$ cat config.mk
export PLATFORM = sky130hd
export DESIGN_NAME = rgbspi_ram
export DESIGN_NICKNAME = d
export VERILOG_FILES = /design/src/rtl/rgbspi_ram.sv
export SDC_FILE = /design/constraint.sdc
export NUM_CORES = 2
export LEC_CHECK = 0
export ABC_CLOCK_PERIOD_IN_PS = 3200
export BUFFER_PORTS_ARGS = -buffer_cell sky130_fd_sc_hd__buf_2
export CAP_MARGIN = 25
export CORE_ASPECT_RATIO = 1.5
export CORE_UTILIZATION = 53
export DETAILED_ROUTE_END_ITERATION = 7
export PLACE_DENSITY = 0.73
export SYNTH_ARGS = -nofsm -noshare
export SYNTH_HDL_FRONTEND = slang
export SYNTH_SLANG_ARGS = --single-unit
$ cat constraint.sdc
create_clock -name clk -period 3.2 [get_ports clk]
set_input_delay 0.64 -clock clk [delete_from_list [all_inputs] [get_ports clk]]
set_output_delay 0.64 -clock clk [all_outputs]
set_load 0.005 [all_outputs]
$ cat src/rtl/rgbspi_ram.sv
// Generic single-port-write, single-port-read RAM with registered read data.
`timescale 1ns / 1ps
`default_nettype none
module rgbspi_ram #(
    parameter int WIDTH  = 8,
    parameter int DEPTH  = 256,
    parameter int ADDR_W = (DEPTH > 1) ? $clog2(DEPTH) : 1
) (
    input  wire logic              clk,
    input  wire logic              we,
    input  wire logic [ADDR_W-1:0] waddr,
    input  wire logic [WIDTH-1:0]  wdata,
    input  wire logic              re,
    input  wire logic [ADDR_W-1:0] raddr,
    output logic      [WIDTH-1:0]  rdata
);

    logic [WIDTH-1:0] mem_reg [DEPTH];
    logic [WIDTH-1:0] rdata_reg;

    // Write port
    always_ff @(posedge clk)
    begin
        if (we)
        begin
            mem_reg[waddr] <= wdata;
        end
    end

    // Registered read, held when not enabled
    always_ff @(posedge clk)
    begin
        if (re)
        begin
            rdata_reg <= mem_reg[raddr];
        end
    end

    assign rdata = rdata_reg;

endmodule
`default_nettype wire

==> impl_metrics.ini <==
[place]
portBuffers = 34
dp_slack_ns = -0.631
placed_cell_area_um2 = 86700
gp_congestion = 0.930
dp_cells = 6101
dp_hpwl_um = 131000

[detailed_routing]
first_iter_violations = 5278
wirelength_um = 200000
vias_per_cell = 6.39
ant_nets = 0
drt-wirelength-per-cell_um = 31.1
drc = 0
vias = 41100
drtPass1Iterations = 5

[setup_path]
reg2reg_depth = 7
reg2reg_from = mem_reg[10][2]$_DFFE_PP_
worstPathCellList = buf_8 -> buf_4 -> and2_1 -> a221oi_1 -> o211ai_1 -> nand3_1 -> nor4_1 -> buf_4 -> nor4_1
cp.arrival_ns = 3.74
critPathCaptureType = register
cp.required_ns = 3.75
critPathKind = primary input to register
cp_slowest_cell = nor4_1
start_kind = primary input
worstReg2RegEnd = rdata[2]$_DFFE_PP_
reg2reg_setup_slack_ns = 0.17
path_max_fanout = 30
slowest_delay_ns = 1.02

[grt]
grt_pass1_vias = 42500
grt_max_degree = 121
antenna_found_initial = 14
grt.total_usage = 0.267
grt_pass1_wl_um = 291000
grt.overflow.total = 0

[timing]
finalCriticalPeriod_ns = 3.19
rsz0062_at_grt = no
layout_setup_ws_ns = 0.0126
drv_slew = 0
worst_slew_pin_slew_ns = 1.24
hold_viol_final = 0
max-slew-margin-rel = 0.168
skew_ns = 0.0212
fmax_mhz = 314
setup_violations = 0
period_share = 0.996

[floorplanning]
initial_utilization = 0.536
core-area_um2 = 149000
std_cell_rows = 173
die_area_um2 = 152000
pin_count = 35
die_x_um = 319
die_y_um = 477

[clock_network]
h-tree-depth = 4
clock_path_buffers = 3
clk_latency_ns = 0.80
cts_root_buf = clkbuf_16
clk_pin_slew_ns = 0.07
cts_setup_buffers = 0
cts_resized = 0
hold_buffers = 0
cts_tree = yes
cts_sinks = 2056
cts_buffers = 174

[synth]
syn-num-nets = 3760
async_flop_share = 0
ys.flop_type = edfxtp_1
synthesis.area_per_instance_um2 = 21.3
synth-seq-cells = 2056
synthDistinctLibCells = 54
synth_most_common_cell = edfxtp_1
synth_top_family_by_area = multiplexers
yosys.area.top_type = edfxtp_1
yosysTopAreaCellShare = 0.775
yosys-top-cells-count = edfxtp_1 (2056), mux4_2 (454), nor2_1 (282)
netlist_instances = 3733
synth_area_leaders = edfxtp_1 (78%), mux4_2 (13%), mux2i_1 (1.7%), nor2_1 (1.3%), a22oi_1 (1.3%)
muxShareOfSynthArea = 0.146
syn_area_um2 = 79600
synth_compound_area_frac = 0.0342
yosysSeqAreaShare = 0.775
synth_warnings = 0
synth_xor_xnor_area_share = 0
synth_edf_count = 2056
synthSimpleGateAreaFrac = 0.0263
synth_adder_area_share = 0

[min_path]
hold_class = primary input to register
worstHoldStart = re
min_to = rdata[3]$_DFFE_PP_
hold_depth = 1

[final_layout]
nets = 4379
fin_cells = 6430
area_delta_synth_final_pct = 16.2
fill_cells = 9639
finalInstanceArea_um2 = 92600
largest_reg_flops = 2048
drive_above_1_share = 0.315

[power]
powerDensity_nw_per_um2 = 589
leakage_uw = 0.0299
peakVddDrop_mv = 0.607

[status]
run_status = completed

[run]
cap_viol_max_count = 0
[layout make-up]
type,instances,area (um2),area share
Tap cell,1925,2410,0.0260
Multi-Input combinational cell,1442,16500,0.178
Sequential cell,2056,61700,0.667
Clock inverter,116,1290,0.0140
Antenna cell,7,17.5,0.000189
Clock buffer,206,4540,0.0490
Inverter,2,7.51,0.0000811
Timing Repair Buffer,676,6070,0.0656
[worst max-delay path: cells and delay by family]
kind | cells | cell delay [ns]
buffers and inverters | 3 | 1.05
AND/OR/NAND/NOR | 4 | 1.59
AO/OA/AOI/OAI | 2 | 0.41
[layer usage]
layer | wire, um | GRT usage
met1 | 68400 | 0.323
met2 | 102000 | 0.455
met3 | 17000 | 0.0494
met4 | 12000 | 0.142
met5 | 72 | 0
[power breakdown]
part / internal (uW) / total (uW) / switching [uW]
logic: 1210 / 3040 / 1830
registers: 29700 / 29700 / 39.6
clock network: 12200 / 21700 / 9570
total: 43100 / 54500 / 11400
[cell usage in the layout, fill, tap and decap left out, types with 5 or more instances in the layout]
cell type	netlist	routed
edfxtp_1	2056	2056
buf_4	27	563
mux4_2	454	454
nor2_1	282	279
clkbuf_16	0	177
mux2i_1	134	134
a22oi_1	133	133
a21oi_1	96	96
buf_12	8	79
o221ai_1	46	46
clkinv_2	0	36
nand3_1	34	34
nand2_1	33	33
clkinv_1	1	30
clkbuf_1	111	29
o22ai_1	28	28
nor2b_1	31	28
bufinv_16	0	24
buf_2	31	24
nor4_1	24	23
nor3_1	22	22
a211oi_1	16	16
a221oi_1	13	13
nand4_1	10	10
o211ai_1	10	10
o21ai_0	10	10
inv_6	0	9
nand2b_1	8	8
a22o_1	8	8
clkinvlp_4	0	8
clkbuf_8	0	8
diode_2	0	7
and2_1	6	5
o22a_1	5	5
[through the flow]
| stage | utilization | total power [uW] | setup TNS [ns] | hold slack, ns |
|---|---|---|---|---|
| 4_1_cts | 0.622 | 54600 | 0 | 0.271 |
| 2_1_floorplan | - | 31700 | 0 | 0.739 |
| 3_3_place_gp | 0.583 | 33300 | -4.82 | 1.12 |
| 6_report | 0.622 | 54500 | 0 | 0.323 |
| 5_1_grt | 0.622 | 55700 | 0 | 0.276 |
| 3_5_place_dp | 0.583 | 33300 | -3.69 | 1.12 |
[worst max-delay path by stage]
| stage | startpoint | to | slack (ns) |
|---|---|---|---|
| 2_1_floorplan | raddr[0] | rdata[2]$_DFFE_PP_ | 0.48 |
| 5_1_grt | raddr[4] | rdata[5]$_DFFE_PP_ | 0.10 |
| 3_5_place_dp | raddr[1] | rdata[3]$_DFFE_PP_ | -0.63 |
| 4_1_cts | raddr[1] | rdata[3]$_DFFE_PP_ | 0.15 |
| 6_report | raddr[1] | rdata[1]$_DFFE_PP_ | 0.01 |
| 3_3_place_gp | raddr[0] | rdata[7]$_DFFE_PP_ | -1.09 |
[cells by family (layout without fill, tap and decap cells)]
| family | Yosys count | after routing |
|---|---|---|
| buffers and inverters | 235 | 1000 |
| other | 0 | 7 |
| AOI/OAI and AO/OA | 385 | 385 |
| and+or+nand+nor | 466 | 466 |
| DFF | 2056 | 2056 |
| muxes | 591 | 591 |
No activity file was read; power rests on OpenSTA's default activity.
